==> src/design/crc_pkg.sv <==
// Shared types and constants for the chain region coordinates unit.
// No dependencies; every other file imports this package.
package crc_pkg;

    localparam int CRC_POS_W  = 31;
    localparam int CRC_WORD_W = 32;
    localparam int CRC_SPAN_W = 8;

    // Anchor queue between the front and back parts
    localparam int CRC_QDEPTH = 2;
    localparam int CRC_QPTR_W = $clog2(CRC_QDEPTH);
    localparam int CRC_QCNT_W = $clog2(CRC_QDEPTH + 1);

    // One classified anchor as it travels through the queue
    typedef struct packed {
        logic                          first;
        logic                          last;
        logic                          strand;
        logic [CRC_POS_W-1:0]          ref_id;
        logic [CRC_POS_W-1:0]          ref_pos;
        logic [CRC_POS_W-1:0]          query_pos;
        logic [CRC_SPAN_W-1:0]         span;
        logic signed [CRC_WORD_W-1:0]  tl;
        logic signed [CRC_WORD_W-1:0]  ql;
    } crc_item_t;

    // Queue handshake status seen by the front and back parts
    typedef struct packed {
        logic full;
        logic not_empty;
    } crc_qstat_t;

endpackage

==> src/design/crc_intf.sv <==
// Channel interfaces: anchor input, region output and configuration write.
// Depends on crc_pkg for field widths.
interface crc_anchor_if;
    import crc_pkg::*;
    logic                  valid;
    logic                  ready;
    logic                  strand;
    logic [CRC_POS_W-1:0]  ref_id;
    logic [CRC_POS_W-1:0]  ref_pos;
    logic [CRC_POS_W-1:0]  query_pos;
    logic [CRC_SPAN_W-1:0] seed_span;
    logic                  last_anchor;
    modport source (output valid, strand, ref_id, ref_pos, query_pos, seed_span,
                    last_anchor, input ready);
    modport sink   (input valid, strand, ref_id, ref_pos, query_pos, seed_span,
                    last_anchor, output ready);
endinterface

interface crc_region_if;
    import crc_pkg::*;
    logic                         valid;
    logic                         ready;
    logic                         out_strand;
    logic [CRC_POS_W-1:0]         out_ref_id;
    logic [CRC_POS_W-1:0]         ref_start;
    logic signed [CRC_WORD_W-1:0] ref_end;
    logic signed [CRC_WORD_W-1:0] query_start;
    logic signed [CRC_WORD_W-1:0] query_end;
    logic signed [CRC_WORD_W-1:0] matched_len;
    logic signed [CRC_WORD_W-1:0] block_len;
    modport source (output valid, out_strand, out_ref_id, ref_start, ref_end,
                    query_start, query_end, matched_len, block_len, input ready);
    modport sink   (input valid, out_strand, out_ref_id, ref_start, ref_end,
                    query_start, query_end, matched_len, block_len, output ready);
endinterface

interface crc_cfg_if;
    import crc_pkg::*;
    logic                 valid;
    logic                 ready;
    logic [CRC_POS_W-1:0] data;
    modport source (output valid, data, input ready);
    modport sink   (input valid, data, output ready);
endinterface

==> src/design/crc_front.sv <==
// Front part: accepts anchor words, marks chain first/last, and forms the
// position differences against the previous anchor. Depends on crc_pkg.
module crc_front (
    input  logic                clk,
    input  logic                rst_n,
    crc_anchor_if.sink          anchor,
    input  crc_pkg::crc_qstat_t qstat,
    output logic                push,
    output crc_pkg::crc_item_t  push_item
);
    import crc_pkg::*;

    logic                 open_reg, open_next;
    logic [CRC_POS_W-1:0] prev_ref_reg, prev_ref_next;
    logic [CRC_POS_W-1:0] prev_qry_reg, prev_qry_next;

    assign anchor.ready = !qstat.full;
    assign push         = anchor.valid && anchor.ready;

    always_comb
    begin
        push_item.first     = !open_reg;
        push_item.last      = anchor.last_anchor;
        push_item.strand    = anchor.strand;
        push_item.ref_id    = anchor.ref_id;
        push_item.ref_pos   = anchor.ref_pos;
        push_item.query_pos = anchor.query_pos;
        push_item.span      = anchor.seed_span;
        push_item.tl        = {1'b0, anchor.ref_pos} - {1'b0, prev_ref_reg};
        push_item.ql        = {1'b0, anchor.query_pos} - {1'b0, prev_qry_reg};
    end

    always_comb
    begin
        open_next     = open_reg;
        prev_ref_next = prev_ref_reg;
        prev_qry_next = prev_qry_reg;
        if (push)
        begin
            open_next     = !anchor.last_anchor;
            prev_ref_next = anchor.ref_pos;
            prev_qry_next = anchor.query_pos;
        end
    end

    always_ff @(posedge clk or negedge rst_n)
    begin
        if (!rst_n)
            open_reg <= 1'b0;
        else
            open_reg <= open_next;
    end

    always_ff @(posedge clk)
    begin
        prev_ref_reg <= prev_ref_next;
        prev_qry_reg <= prev_qry_next;
    end

endmodule

==> src/design/crc_queue.sv <==
// Short queue of classified anchors between the front and back parts.
// Depends on crc_pkg for the item type and depth.
module crc_queue (
    input  logic                clk,
    input  logic                rst_n,
    input  logic                push,
    input  crc_pkg::crc_item_t  push_item,
    input  logic                pop,
    output crc_pkg::crc_item_t  head,
    output crc_pkg::crc_qstat_t qstat
);
    import crc_pkg::*;

    crc_item_t               slot_reg [CRC_QDEPTH];
    logic [CRC_QPTR_W-1:0]   wr_ptr_reg, wr_ptr_next;
    logic [CRC_QPTR_W-1:0]   rd_ptr_reg, rd_ptr_next;
    logic [CRC_QCNT_W-1:0]   count_reg, count_next;

    function automatic logic [CRC_QPTR_W-1:0] bump(input logic [CRC_QPTR_W-1:0] p);
        if (p == CRC_QPTR_W'(CRC_QDEPTH - 1))
            return '0;
        return p + 1'b1;
    endfunction

    assign head            = slot_reg[rd_ptr_reg];
    assign qstat.full      = (count_reg == CRC_QCNT_W'(CRC_QDEPTH));
    assign qstat.not_empty = (count_reg != '0);

    always_comb
    begin
        wr_ptr_next = push ? bump(wr_ptr_reg) : wr_ptr_reg;
        rd_ptr_next = pop  ? bump(rd_ptr_reg) : rd_ptr_reg;
        count_next  = count_reg + CRC_QCNT_W'(push) - CRC_QCNT_W'(pop);
    end

    always_ff @(posedge clk or negedge rst_n)
    begin
        if (!rst_n)
        begin
            wr_ptr_reg <= '0;
            rd_ptr_reg <= '0;
            count_reg  <= '0;
        end
        else
        begin
            wr_ptr_reg <= wr_ptr_next;
            rd_ptr_reg <= rd_ptr_next;
            count_reg  <= count_next;
        end
    end

    always_ff @(posedge clk)
    begin
        if (push)
            slot_reg[wr_ptr_reg] <= push_item;
    end

endmodule

==> src/design/crc_back.sv <==
// Back part: folds queued anchors into the running lengths, keeps the first
// anchor's fields, and registers the region word. Depends on crc_pkg.
module crc_back (
    input  logic                clk,
    input  logic                rst_n,
    crc_cfg_if.sink             cfg,
    input  crc_pkg::crc_item_t  head,
    input  crc_pkg::crc_qstat_t qstat,
    output logic                pop,
    crc_region_if.source        region
);
    import crc_pkg::*;

    logic [CRC_POS_W-1:0]         qlen_reg;
    logic                         fstrand_reg;
    logic [CRC_POS_W-1:0]         frid_reg;
    logic [CRC_POS_W-1:0]         frs_reg;
    logic [CRC_WORD_W-1:0]        ffq_reg;
    logic [CRC_WORD_W-1:0]        match_reg, match_next;
    logic [CRC_WORD_W-1:0]        block_reg, block_next;
    logic                         out_valid_reg;

    logic                         out_strand_reg;
    logic [CRC_POS_W-1:0]         out_rid_reg, out_rs_reg;
    logic [CRC_WORD_W-1:0]        out_re_reg, out_qs_reg, out_qe_reg;
    logic [CRC_WORD_W-1:0]        out_m_reg, out_b_reg;

    logic signed [CRC_WORD_W-1:0] sp, bigger, smaller, add_m;
    logic [CRC_WORD_W-1:0]        r1, fq, lq, qlen_w;
    logic [CRC_POS_W-1:0]         rs;
    logic                         cur_strand;
    logic [CRC_POS_W-1:0]         cur_rid, cur_rs;
    logic [CRC_WORD_W-1:0]        cur_fq;

    assign cfg.ready = 1'b1;

    // A last anchor drops into the output register only when it is free or being drained; others pop freely
    assign pop = qstat.not_empty && (!head.last || !out_valid_reg || region.ready);

    always_comb
    begin
        sp      = {{(CRC_WORD_W-CRC_SPAN_W){1'b0}}, head.span};
        bigger  = (head.tl > head.ql) ? head.tl : head.ql;
        smaller = (head.tl < head.ql) ? head.tl : head.ql;
        add_m   = (head.tl > sp && head.ql > sp) ? sp : smaller;
        if (head.first)
        begin
            match_next = sp;
            block_next = sp;
        end
        else
        begin
            match_next = match_reg + add_m;
            block_next = block_reg + bigger;
        end

        // First-anchor derived coordinates
        r1 = {1'b0, head.ref_pos} + 1'b1;
        rs = ($signed(r1) > sp) ? CRC_POS_W'(r1 - sp) : '0;
        fq = {1'b0, head.query_pos} + 1'b1 - sp;

        cur_strand = head.first ? head.strand : fstrand_reg;
        cur_rid    = head.first ? head.ref_id : frid_reg;
        cur_rs     = head.first ? rs          : frs_reg;
        cur_fq     = head.first ? fq          : ffq_reg;

        lq     = {1'b0, head.query_pos} + 1'b1;
        qlen_w = {1'b0, qlen_reg};
    end

    always_ff @(posedge clk or negedge rst_n)
    begin
        if (!rst_n)
        begin
            qlen_reg      <= '0;
            out_valid_reg <= 1'b0;
        end
        else
        begin
            if (cfg.valid)
                qlen_reg <= cfg.data;
            if (pop && head.last)
                out_valid_reg <= 1'b1;
            else if (region.ready)
                out_valid_reg <= 1'b0;
        end
    end

    always_ff @(posedge clk)
    begin
        if (pop)
        begin
            match_reg <= match_next;
            block_reg <= block_next;
            if (head.first)
            begin
                fstrand_reg <= head.strand;
                frid_reg    <= head.ref_id;
                frs_reg     <= rs;
                ffq_reg     <= fq;
            end
        end
        if (pop && head.last)
        begin
            out_strand_reg <= cur_strand;
            out_rid_reg    <= cur_rid;
            out_rs_reg     <= cur_rs;
            out_re_reg     <= {1'b0, head.ref_pos} + 1'b1;
            out_qs_reg     <= cur_strand ? qlen_w - lq : cur_fq;
            out_qe_reg     <= cur_strand ? qlen_w - cur_fq : lq;
            out_m_reg      <= match_next;
            out_b_reg      <= block_next;
        end
    end

    assign region.valid       = out_valid_reg;
    assign region.out_strand  = out_strand_reg;
    assign region.out_ref_id  = out_rid_reg;
    assign region.ref_start   = out_rs_reg;
    assign region.ref_end     = out_re_reg;
    assign region.query_start = out_qs_reg;
    assign region.query_end   = out_qe_reg;
    assign region.matched_len = out_m_reg;
    assign region.block_len   = out_b_reg;

    a_no_overwrite: assert property (@(posedge clk) disable iff (!rst_n)
        (out_valid_reg && !region.ready) |-> !(pop && head.last))
        else $error("region word overwritten while stalled");

    a_last_shows: assert property (@(posedge clk) disable iff (!rst_n)
        (pop && head.last) |=> out_valid_reg)
        else $error("last anchor popped without a region word");

    a_mid_holds: assert property (@(posedge clk) disable iff (!rst_n)
        (pop && !head.last && out_valid_reg && !region.ready) |=> $stable(out_m_reg))
        else $error("middle anchor disturbed a waiting region word");

endmodule

==> src/design/chain_region_coordinates_unit.sv <==
// Top level of the chain region coordinates unit: front, queue and back.
// Depends on crc_pkg, crc_intf.sv, crc_front, crc_queue and crc_back.
//
//  channel  | role   | word
//  ---------+--------+-------------------------------------------------------
//  anchor   | sink   | strand, ref_id, ref_pos, query_pos, seed_span, last_anchor
//  region   | source | out_strand, out_ref_id, ref/query start+end, lengths
//  cfg      | sink   | query_length (31 bits), always ready
//
// One anchor word is taken every cycle while the queue is not full; the
// compare/add path in the back part is combinational. A region word passes
// from a queue slot to the output register after its last anchor is taken.
// Reset clears the chain-open flag, the queue pointers, the output valid and
// query_length; no clearing pass is needed. A stalled region word holds while
// the front keeps taking anchors until the two-entry queue fills.
module chain_region_coordinates_unit (
    input  logic        clk,
    input  logic        rst_n,
    crc_anchor_if.sink  anchor,
    crc_region_if.source region,
    crc_cfg_if.sink     cfg
);
    import crc_pkg::*;

    crc_qstat_t qstat;
    crc_item_t  push_item;
    crc_item_t  head;
    logic       push;
    logic       pop;

    // Classify anchors and form differences against the previous one
    crc_front u_front (
        .clk       (clk),
        .rst_n     (rst_n),
        .anchor    (anchor),
        .qstat     (qstat),
        .push      (push),
        .push_item (push_item)
    );

    // Hold classified anchors so each side can stall on its own
    crc_queue u_queue (
        .clk       (clk),
        .rst_n     (rst_n),
        .push      (push),
        .push_item (push_item),
        .pop       (pop),
        .head      (head),
        .qstat     (qstat)
    );

    // Accumulate lengths and register the region word
    crc_back u_back (
        .clk    (clk),
        .rst_n  (rst_n),
        .cfg    (cfg),
        .head   (head),
        .qstat  (qstat),
        .pop    (pop),
        .region (region)
    );

endmodule
==> src/flat_wrapper.sv <==
// flat-port wrapper written by rule: the top's interface ports become plain ports
module chain_region_coordinates_unit_flat import crc_pkg::*;
  (clk, rst_n, anchor_valid, anchor_strand, anchor_ref_id, anchor_ref_pos, anchor_query_pos, anchor_seed_span, anchor_last_anchor, anchor_ready, region_valid, region_out_strand, region_out_ref_id, region_ref_start, region_ref_end, region_query_start, region_query_end, region_matched_len, region_block_len, region_ready, cfg_valid, cfg_data, cfg_ready);
  crc_anchor_if anchor_i ();
  crc_region_if region_i ();
  crc_cfg_if cfg_i ();
  input  logic clk;
  input  logic rst_n;
  input wire logic [$bits(anchor_i.valid)-1:0] anchor_valid;
  input wire logic [$bits(anchor_i.strand)-1:0] anchor_strand;
  input wire logic [$bits(anchor_i.ref_id)-1:0] anchor_ref_id;
  input wire logic [$bits(anchor_i.ref_pos)-1:0] anchor_ref_pos;
  input wire logic [$bits(anchor_i.query_pos)-1:0] anchor_query_pos;
  input wire logic [$bits(anchor_i.seed_span)-1:0] anchor_seed_span;
  input wire logic [$bits(anchor_i.last_anchor)-1:0] anchor_last_anchor;
  output wire logic [$bits(anchor_i.ready)-1:0] anchor_ready;
  output wire logic [$bits(region_i.valid)-1:0] region_valid;
  output wire logic [$bits(region_i.out_strand)-1:0] region_out_strand;
  output wire logic [$bits(region_i.out_ref_id)-1:0] region_out_ref_id;
  output wire logic [$bits(region_i.ref_start)-1:0] region_ref_start;
  output wire logic [$bits(region_i.ref_end)-1:0] region_ref_end;
  output wire logic [$bits(region_i.query_start)-1:0] region_query_start;
  output wire logic [$bits(region_i.query_end)-1:0] region_query_end;
  output wire logic [$bits(region_i.matched_len)-1:0] region_matched_len;
  output wire logic [$bits(region_i.block_len)-1:0] region_block_len;
  input wire logic [$bits(region_i.ready)-1:0] region_ready;
  input wire logic [$bits(cfg_i.valid)-1:0] cfg_valid;
  input wire logic [$bits(cfg_i.data)-1:0] cfg_data;
  output wire logic [$bits(cfg_i.ready)-1:0] cfg_ready;
  assign anchor_i.valid = anchor_valid;
  assign anchor_i.strand = anchor_strand;
  assign anchor_i.ref_id = anchor_ref_id;
  assign anchor_i.ref_pos = anchor_ref_pos;
  assign anchor_i.query_pos = anchor_query_pos;
  assign anchor_i.seed_span = anchor_seed_span;
  assign anchor_i.last_anchor = anchor_last_anchor;
  assign anchor_ready = anchor_i.ready;
  assign region_valid = region_i.valid;
  assign region_out_strand = region_i.out_strand;
  assign region_out_ref_id = region_i.out_ref_id;
  assign region_ref_start = region_i.ref_start;
  assign region_ref_end = region_i.ref_end;
  assign region_query_start = region_i.query_start;
  assign region_query_end = region_i.query_end;
  assign region_matched_len = region_i.matched_len;
  assign region_block_len = region_i.block_len;
  assign region_i.ready = region_ready;
  assign cfg_i.valid = cfg_valid;
  assign cfg_i.data = cfg_data;
  assign cfg_ready = cfg_i.ready;
  chain_region_coordinates_unit u_core (.clk(clk), .rst_n(rst_n), .anchor(anchor_i), .region(region_i), .cfg(cfg_i));
endmodule
==> config.mk <==
export PLATFORM = sky130hd
export DESIGN_NAME = chain_region_coordinates_unit_flat
export DESIGN_NICKNAME = d
export VERILOG_FILES = /design/src/design/crc_pkg.sv /design/src/design/crc_intf.sv /design/src/design/crc_front.sv /design/src/design/crc_queue.sv /design/src/design/crc_back.sv /design/src/design/chain_region_coordinates_unit.sv /design/src/flat_wrapper.sv
export SDC_FILE = /design/constraint.sdc
export NUM_CORES = 1
export LEC_CHECK = 0
export ABC_CLOCK_PERIOD_IN_PS = 52500
export CAP_MARGIN = 40
export CORE_UTILIZATION = 54
export CTS_CLUSTER_DIAMETER = 40
export CTS_CLUSTER_SIZE = 8
export DETAILED_ROUTE_END_ITERATION = 12
export DONT_BUFFER_PORTS = 1
export PLACE_DENSITY = 0.81
export SETUP_SLACK_MARGIN = 0.05
export SLEW_MARGIN = 25
export SYNTH_ARGS = -nofsm -noshare
export SYNTH_HDL_FRONTEND = slang
export SYNTH_SLANG_ARGS = --single-unit
==> constraint.sdc <==
create_clock -name clk -period 52.5 [get_ports clk]
set_input_delay 5.25 -clock clk [delete_from_list [all_inputs] [get_ports clk]]
set_output_delay 5.25 -clock clk [all_outputs]
set_load 0.01 [all_outputs]
==> summary.md, run 1 <==
| Metric | Value |
|---|---|
| GRT Overall Usage | 26.5% |
| Final setup viols | 0 |
| Fraction of registers with async set/reset | between 4 and 5% |
| DRT antenna net count | 0 |
| Standard-cell rows | ~100 |
| Commonest non-fill, non-tap cells in the layout | 780 x edfxtp_1, 296 x nand2_1, 238 x ha_1, 235 x o21ai_0 |
| Synthesized area | 42,600 um^2 |
| Minimum clock period | 9.27 ns |
| CTS Buf Count | 140 |
| Grt ovf | 0 |
| Post-Synth XOR/XNOR Area | slightly above 5% |
| Vias in the first global route | approximately 28,000 |
| Hold-fix buffers, CTS | 0 |
| Ports | 365 |
| # Post-CTS Setup Buffers | 0 |
| Via count | 28,600 |
| Via/cell ratio | around 6 |
| H-tree Lvls | 4 |
| Crit path max fanout | 138 |
| Max-slew violation count | 0 |
| Layout cell share with drive strength beyond 1 | roughly 9% |
| First-pass GRT wire length | 164 mm |
| Mux contribution to synthesized area | between 5 and 6% |
| DR iter-0 viols | roughly 2,400 |
| Main combinational cell family by area after synthesis | compound AO/OA/AOI/OAI gates |
| Critical path class | reg2reg |
| Yosys cell types | between 90 and 100 |
| Critical Path Max Stage Delay | between 0.6 and 0.7 ns |
| Synth Area in Simple Gates | 10.3% |
| Syn Inst Count | 3,561 |
| # DRC | 0 |
| Commonest register cell after synthesis | edfxtp_1 |
| Synth Area in Adders | between 7 and 8% |
| Starting density of the core | 54.8% |
| Worst path bufs/invs | 4 |
| CTS Root Cell | clkbuf_16 |
| Max-cap viol count | 0 |
| Relative slew slack | about 30% |
| Worst-skew pair later-pin latency | slightly above 0.7 ns |
| CP required | 53.04 ns |
| Die height | between 200 and 300 um |
| Top cell family by delay on the critical path | compound AO/OA/AOI/OAI gates |
| Post_cts resized | 0 |
| Area grow syn2layout | 13.7% |
| Kind of end point of the critical path | register |
| Sequential-to-total area share from yosys stat | 57.1% |
| RSZ-0062 raised after global routing | false |
| Slowest cell on the critical path | dfrtp_4 |
| Crit path arrival time | around 10 ns |
| Worst-path clk slew | around 0.050 ns |
| Max Clk Rate | between 100 and 150 MHz |
| CP Launch Type | register |
| Outcome | finished, final reports clean |
| Chip width | around 280 um |
| Most used cell, CP | a21o_1 |
| Num Clock Sinks | about 820 |
| Max reg flops | 336 |
| Final Cycle Share | between 10% and 20% |
| EDFF count, synth | ~800 |
| Yosys warnings | 0 |
| Largest net degree at the start of global routing | between 150 and 200 |
| DRT Pass-1 Iters | 7 |
| Most common cell after layout, fill and taps aside | edfxtp_1 |
| CTS tree | done |
| Fin. Hold Viols | 0 |
| HPWL after DPL | around 77 mm |
| Layout net count | approximately 4,000 |
| Synthesized netlist net count | 3,946 |
| Hold Path Class | reg2reg |
| Core area | just under 80,000 um^2 |
| Clock buffer depth | 3 |
| WL/cell | 22.7 um |
| Port bufs | 0 |
| Initial antenna violation count | 7 |
| Fill cell count | 5,809 |
| Post-route setup TNS | 0 ns |
| Worst Tran Pin Value | 1.05 ns |
| Routed wire length | 108 mm |
| Worst clock skew | between 0.02 and 0.03 ns |
| Die ar. | about 80,000 um^2 |
| Seq cells post-synth | a little over 800 |
| GP Congestion | 0.953 |
| Syn avg cell area | about 12 um^2 |
| Compound-Gate Fraction of Synth Area | between 10% and 20% |
-- cells by family (layout without fill, tap and decap cells) --
family,count (synthesis),count (layout)
fa+ha+maj,258,258
xor+xnor,251,251
mux,225,225
simple gates,925,925
flops,817,817
other cells,1,3
buf+inv,327,500
compound gates,757,757
-- path summary, 6_finish.rpt --
check	from	end	slack, ns	depth (start not counted)
max	u_core.u_queue.rd_ptr_reg$_DFFE_PN0P_	u_core.u_back.region.block_len[30]$_DFFE_PP_	43.23	35
min	u_core.u_front.open_reg$_DFFE_PN0P_	u_core.u_front.open_reg$_DFFE_PN0P_	0.48	2
max reg2reg	u_core.u_queue.rd_ptr_reg$_DFFE_PN0P_	u_core.u_back.region.block_len[30]$_DFFE_PP_	43.23	35
min reg2reg	u_core.u_front.open_reg$_DFFE_PN0P_	u_core.u_front.open_reg$_DFFE_PN0P_	0.48	2
max in group asynchronous	rst_n	u_core.u_back.qlen_reg[1]$_DFFE_PN0P_	48.18	0
min in group asynchronous	rst_n	u_core.u_back.qlen_reg[17]$_DFFE_PN0P_	4.22	0
-- through the flow --
stage          hold WS, ns  util [%]  std cells  area [um^2]  worst slack, ns
2_1_floorplan        0.450         -       3561        42600            30.94
5_1_grt              0.516      62.4       4774        48500            42.53
4_1_cts              0.486      62.2       4767        48300            43.48
6_report             0.485      62.4       4776        48500            43.23
3_3_place_gp         0.465      56.4       4541        43900            43.33
3_5_place_dp         0.479      56.6       4547        44000            43.23
-- synth_stat cells, types with 7 or more instances --
master / n / share of area [%]
nand4b_1: 8 / 0.16
maj3_1: 9 / 0.21
or2_2: 17 / 0.25
nor4_1: 10 / 0.15
a21oi_1: 160 / 1.9
a211oi_1: 40 / 0.70
clkbuf_1: 52 / 0.46
o211ai_1: 8 / 0.14
nor2b_1: 39 / 0.57
a22oi_1: 7 / 0.12
nor2_1: 235 / 2.1
o31a_1: 10 / 0.21
mux2i_1: 185 / 4.3
buf_2: 22 / 0.26
buf_1: 10 / 0.088
dfrtp_1: 37 / 2.2
nor3_1: 58 / 0.68
nand4_1: 44 / 0.65
nand2_1: 296 / 2.6
and2_1: 29 / 0.43
nand3b_1: 8 / 0.14
o21a_1: 43 / 0.76
xor2_1: 78 / 1.6
o21bai_1: 12 / 0.21
and3_1: 24 / 0.35
inv_1: 234 / 2.1
a31oi_1: 31 / 0.45
o21ai_0: 235 / 2.8
a21boi_0: 18 / 0.32
xnor2_1: 173 / 3.6
a21o_1: 82 / 1.4
nand3_1: 67 / 0.79
ha_1: 238 / 7.0
edfxtp_1: 780 / 55
mux2_2: 39 / 1.0
or3_1: 23 / 0.34
nand2b_1: 39 / 0.57
a211o_1: 8 / 0.16
o21ai_1: 16 / 0.19
o31ai_1: 16 / 0.28
fa_1: 8 / 0.38
-- routing by layer --
metal / share of wire, % / vias to the layer above / global-route usage [%] / routed length, um
met1: 39 / 13900 / 32.4 / 42200
met5: 0 / - / 0 / 0
met3: 8.1 / 231 / 6.67 / 8770
met4: 3.1 / 0 / 9.47 / 3360
li1: - / 13400 / - / -
met2: 50 / 1069 / 45.5 / 53900
-- cell type report --
cell class	count	area [um^2]	share of cell area, %
inverters	235	882	1.82
flip-flops and latches	817	24400	50.2
well taps	1040	1300	2.68
diodes	2	5.00	0.0103
clock buffers	167	3670	7.56
repair buffers	45	518	1.07
clock inverters	53	692	1.43
multi-input cells	2417	17100	35.2
-- worst min-delay path: cells and delay by family (launching register included) --
family	cells	cell delay, ns
AND/OR/NAND/NOR	1	0.05
flip-flops	1	0.34
AO/OA/AOI/OAI	1	0.06
Power of run 1 is not shown: default switching activity piles up to over one toggle a cycle in this logic, so the estimate is an artifact.
==> run 2: changes to the inputs <==
Settings changed: ABC_CLOCK_PERIOD_IN_PS 52500 to 9500.
Clock period 52.5 ns to 9.5 ns, I/O delays scaled along.
==> run 2 against run 1 <==
Sequential share of layout area is 0.053 points lower. Core utilization increased by 0.066 points. Critical path depth down 2. Maximum frequency up 12%. Via count increased by 0.87%. Critical endpoint is now u_core.u_back.match_reg[25]$_DFFE_PP_. Highest routed layer unchanged.
==> summary.md, run 2 (synthesis results as in run 1) <==
| Metric | Value |
|---|---|
| Outcome | finished, final reports clean (unchanged) |
| HPWL after DPL | 78.2 mm (was 76.7 mm) |
| Port bufs | 0 (unchanged) |
| Fin. Hold Viols | 0 (unchanged) |
| Crit path arrival time | 8.75 ns (was 9.81 ns) |
| H-tree Lvls | 4 (unchanged) |
| Area grow syn2layout | 13.8% (was 13.7%) |
| Worst Tran Pin Value | 0.997 ns (was 1.05 ns) |
| Top cell family by delay on the critical path | compound AO/OA/AOI/OAI gates (unchanged) |
| Hold-fix buffers, CTS | 1 (was 0) |
| CTS tree | done (unchanged) |
| # DRC | 0 (unchanged) |
| First-pass GRT wire length | 166 mm (was 164 mm) |
| Fill cell count | 5,800 (was 5,809) |
| Via count | 28,900 (was 28,600) |
| CTS Buf Count | 141 (was 140) |
| GRT Overall Usage | 27.1% (was 26.5%) |
| DRT Pass-1 Iters | 8 (was 7) |
| Layout net count | 4,042 (was 4,041) |
| Max-slew violation count | 0 (unchanged) |
| Worst-path clk slew | 0.05 ns (about the same) |
| Commonest non-fill, non-tap cells in the layout | 780 x edfxtp_1, 296 x nand2_1, 238 x ha_1, 235 x o21ai_0 (unchanged) |
| Clock buffer depth | 3 (unchanged) |
| Via/cell ratio | 6.04 (was 5.99) |
| GP Congestion | 0.978 (was 0.953) |
| CP Launch Type | register (unchanged) |
| Hold Path Class | in2async (was reg2reg) |
| Grt ovf | 0 (unchanged) |
| Max Clk Rate | 121 MHz (was 108 MHz) |
| Core area | 77,700 um^2 (unchanged) |
| Final Cycle Share | 87.3% (was 17.7%) |
| Post-route setup TNS | 0 ns (unchanged) |
| Kind of end point of the critical path | register (unchanged) |
| Initial antenna violation count | 4 (was 7) |
| DRT antenna net count | 0 (unchanged) |
| # Post-CTS Setup Buffers | 0 (unchanged) |
| Max-cap viol count | 0 (unchanged) |
| Starting density of the core | 54.8% (unchanged) |
| Num Clock Sinks | 817 (unchanged) |
| Placement Setup Slack | 1.20 ns (was 43.23 ns) |
| Reg2reg end | u_core.u_back.match_reg[25]$_DFFE_PP_ (was u_core.u_back.region.block_len[30]$_DFFE_PP_) |
| Wire length on met2 | 54.0 mm (was 53.9 mm) |
| DR WL met3 | 9.02 mm (was 8.77 mm) |
| Most used cell, CP | a21o_1 (unchanged) |
| Final Cell Area | 48,500 um^2 (about the same) |
| Post_cts resized | 0 (unchanged) |
| Ports | 365 (unchanged) |
| DRT met1 WL | 43.0 mm (was 42.2 mm) |
| Most common cell after layout, fill and taps aside | edfxtp_1 (unchanged) |
| Largest net degree at the start of global routing | 150 (was 154) |
| Critical path class | reg2reg (unchanged) |
| RSZ-0062 raised after global routing | false (unchanged) |
| Vias in the first global route | 28,400 (was 28,100) |
| R2R depth | 33 (was 35) |
| CP required | 9.96 ns (was 53.04 ns) |
| Worst-skew pair later-pin latency | 0.72 ns (about the same) |
| WL/cell | 23.0 um (was 22.7 um) |
| Post-route setup slack | 1.21 ns (was 43.23 ns) |
| FF-to-FF setup slack | 1.21 ns (was 43.23 ns) |
| Max reg flops | 336 (unchanged) |
| Worst path bufs/invs | 3 (was 4) |
| DR iter-0 viols | 2,484 (was 2,415) |
| Final setup viols | 0 (unchanged) |
| Chip width | 283 um (unchanged) |
| Routed wire length | 110 mm (was 108 mm) |
| Placed cell area | 44,000 um^2 (about the same) |
| Worst clock skew | 0.0377 ns (was 0.0264 ns) |
| Standard-cell rows | 102 (unchanged) |
| Minimum clock period | 8.29 ns (was 9.27 ns) |
| Layout cell share with drive strength beyond 1 | 8.92% (was 8.86%) |
| DR top layer | met4 (unchanged) |
| Crit path max fanout | 44 (was 138) |
| Critical R2R Launch | u_core.u_queue.rd_ptr_reg$_DFFE_PN0P_ (unchanged) |
| Relative slew slack | 33.5% (was 29.8%) |
| CTS Root Cell | clkbuf_16 (unchanged) |
| Die height | 283 um (unchanged) |
| Slowest cell on the critical path | dfrtp_4 (unchanged) |
| Die ar. | 80,100 um^2 (unchanged) |
| Critical Path Max Stage Delay | 0.52 ns (was 0.69 ns) |
run 2: final cells by class:
| cell class | count | area [um^2] | area share, % |
|---|---|---|---|
| tap | 1040 | 1300 | 2.68 |
| timing repair buffer | 45 | 527 | 1.09 |
| sequential | 817 | 24400 | 50.2 |
| clock inverter | 53 | 686 | 1.41 |
| inverter | 235 | 882 | 1.82 |
| multi-input combinational | 2417 | 17100 | 35.2 |
| antenna | 4 | 10.0 | 0.0206 |
| clock buffer | 168 | 3690 | 7.61 |
run 2: metrics by stage:
stage	utilization [%]	hold slack, ns	cells
2_1_floorplan	-	0.450	3561
3_3_place_gp	56.5	0.466	4542
3_5_place_dp	56.7	0.485	4550
4_1_cts	62.3	0.0589	4772
5_1_grt	62.4	0.0926	4778
6_report	62.4	0.0945	4779
run 2: worst register-to-register path: cells and delay by family (launching register included):
kind / cells / cell delay, ns
AOI/OAI and AO/OA: 21 / 4.68
adders and majority gates: 2 / 0.64
buffers and inverters: 3 / 0.83
DFF: 1 / 0.52
muxes: 3 / 0.86
and+or+nand+nor: 4 / 0.53
run 2: routing by layer:
layer	vias to the layer above	GRT usage [%]
met1	14100	33.2
met4	0	11.1
met3	248	7.05
li1	13400	-
met5	-	0
met2	1166	45.4
run 2: how the worst max path moves through the flow:
stage / start / to / slack (ns) / depth (start not counted)
6_report: u_core.u_queue.rd_ptr_reg$_DFFE_PN0P_ / u_core.u_back.match_reg[25]$_DFFE_PP_ / 1.21 / 33
5_1_grt: u_core.u_queue.rd_ptr_reg$_DFFE_PN0P_ / u_core.u_back.block_reg[30]$_DFFE_PP_ / 0.77 / 32
4_1_cts: u_core.u_queue.rd_ptr_reg$_DFFE_PN0P_ / u_core.u_back.match_reg[25]$_DFFE_PP_ / 1.08 / 32
3_5_place_dp: u_core.u_queue.rd_ptr_reg$_DFFE_PN0P_ / u_core.u_back.region.matched_len[25]$_DFFE_PP_ / 1.20 / 32
3_3_place_gp: u_core.u_queue.rd_ptr_reg$_DFFE_PN0P_ / u_core.u_back.match_reg[25]$_DFFE_PP_ / 1.30 / 32
2_1_floorplan: u_core.u_queue.rd_ptr_reg$_DFFE_PN0P_ / u_core.u_back.match_reg[25]$_DFFE_PP_ / 0.07 / 44
Power of run 2 is left out for the same reason.
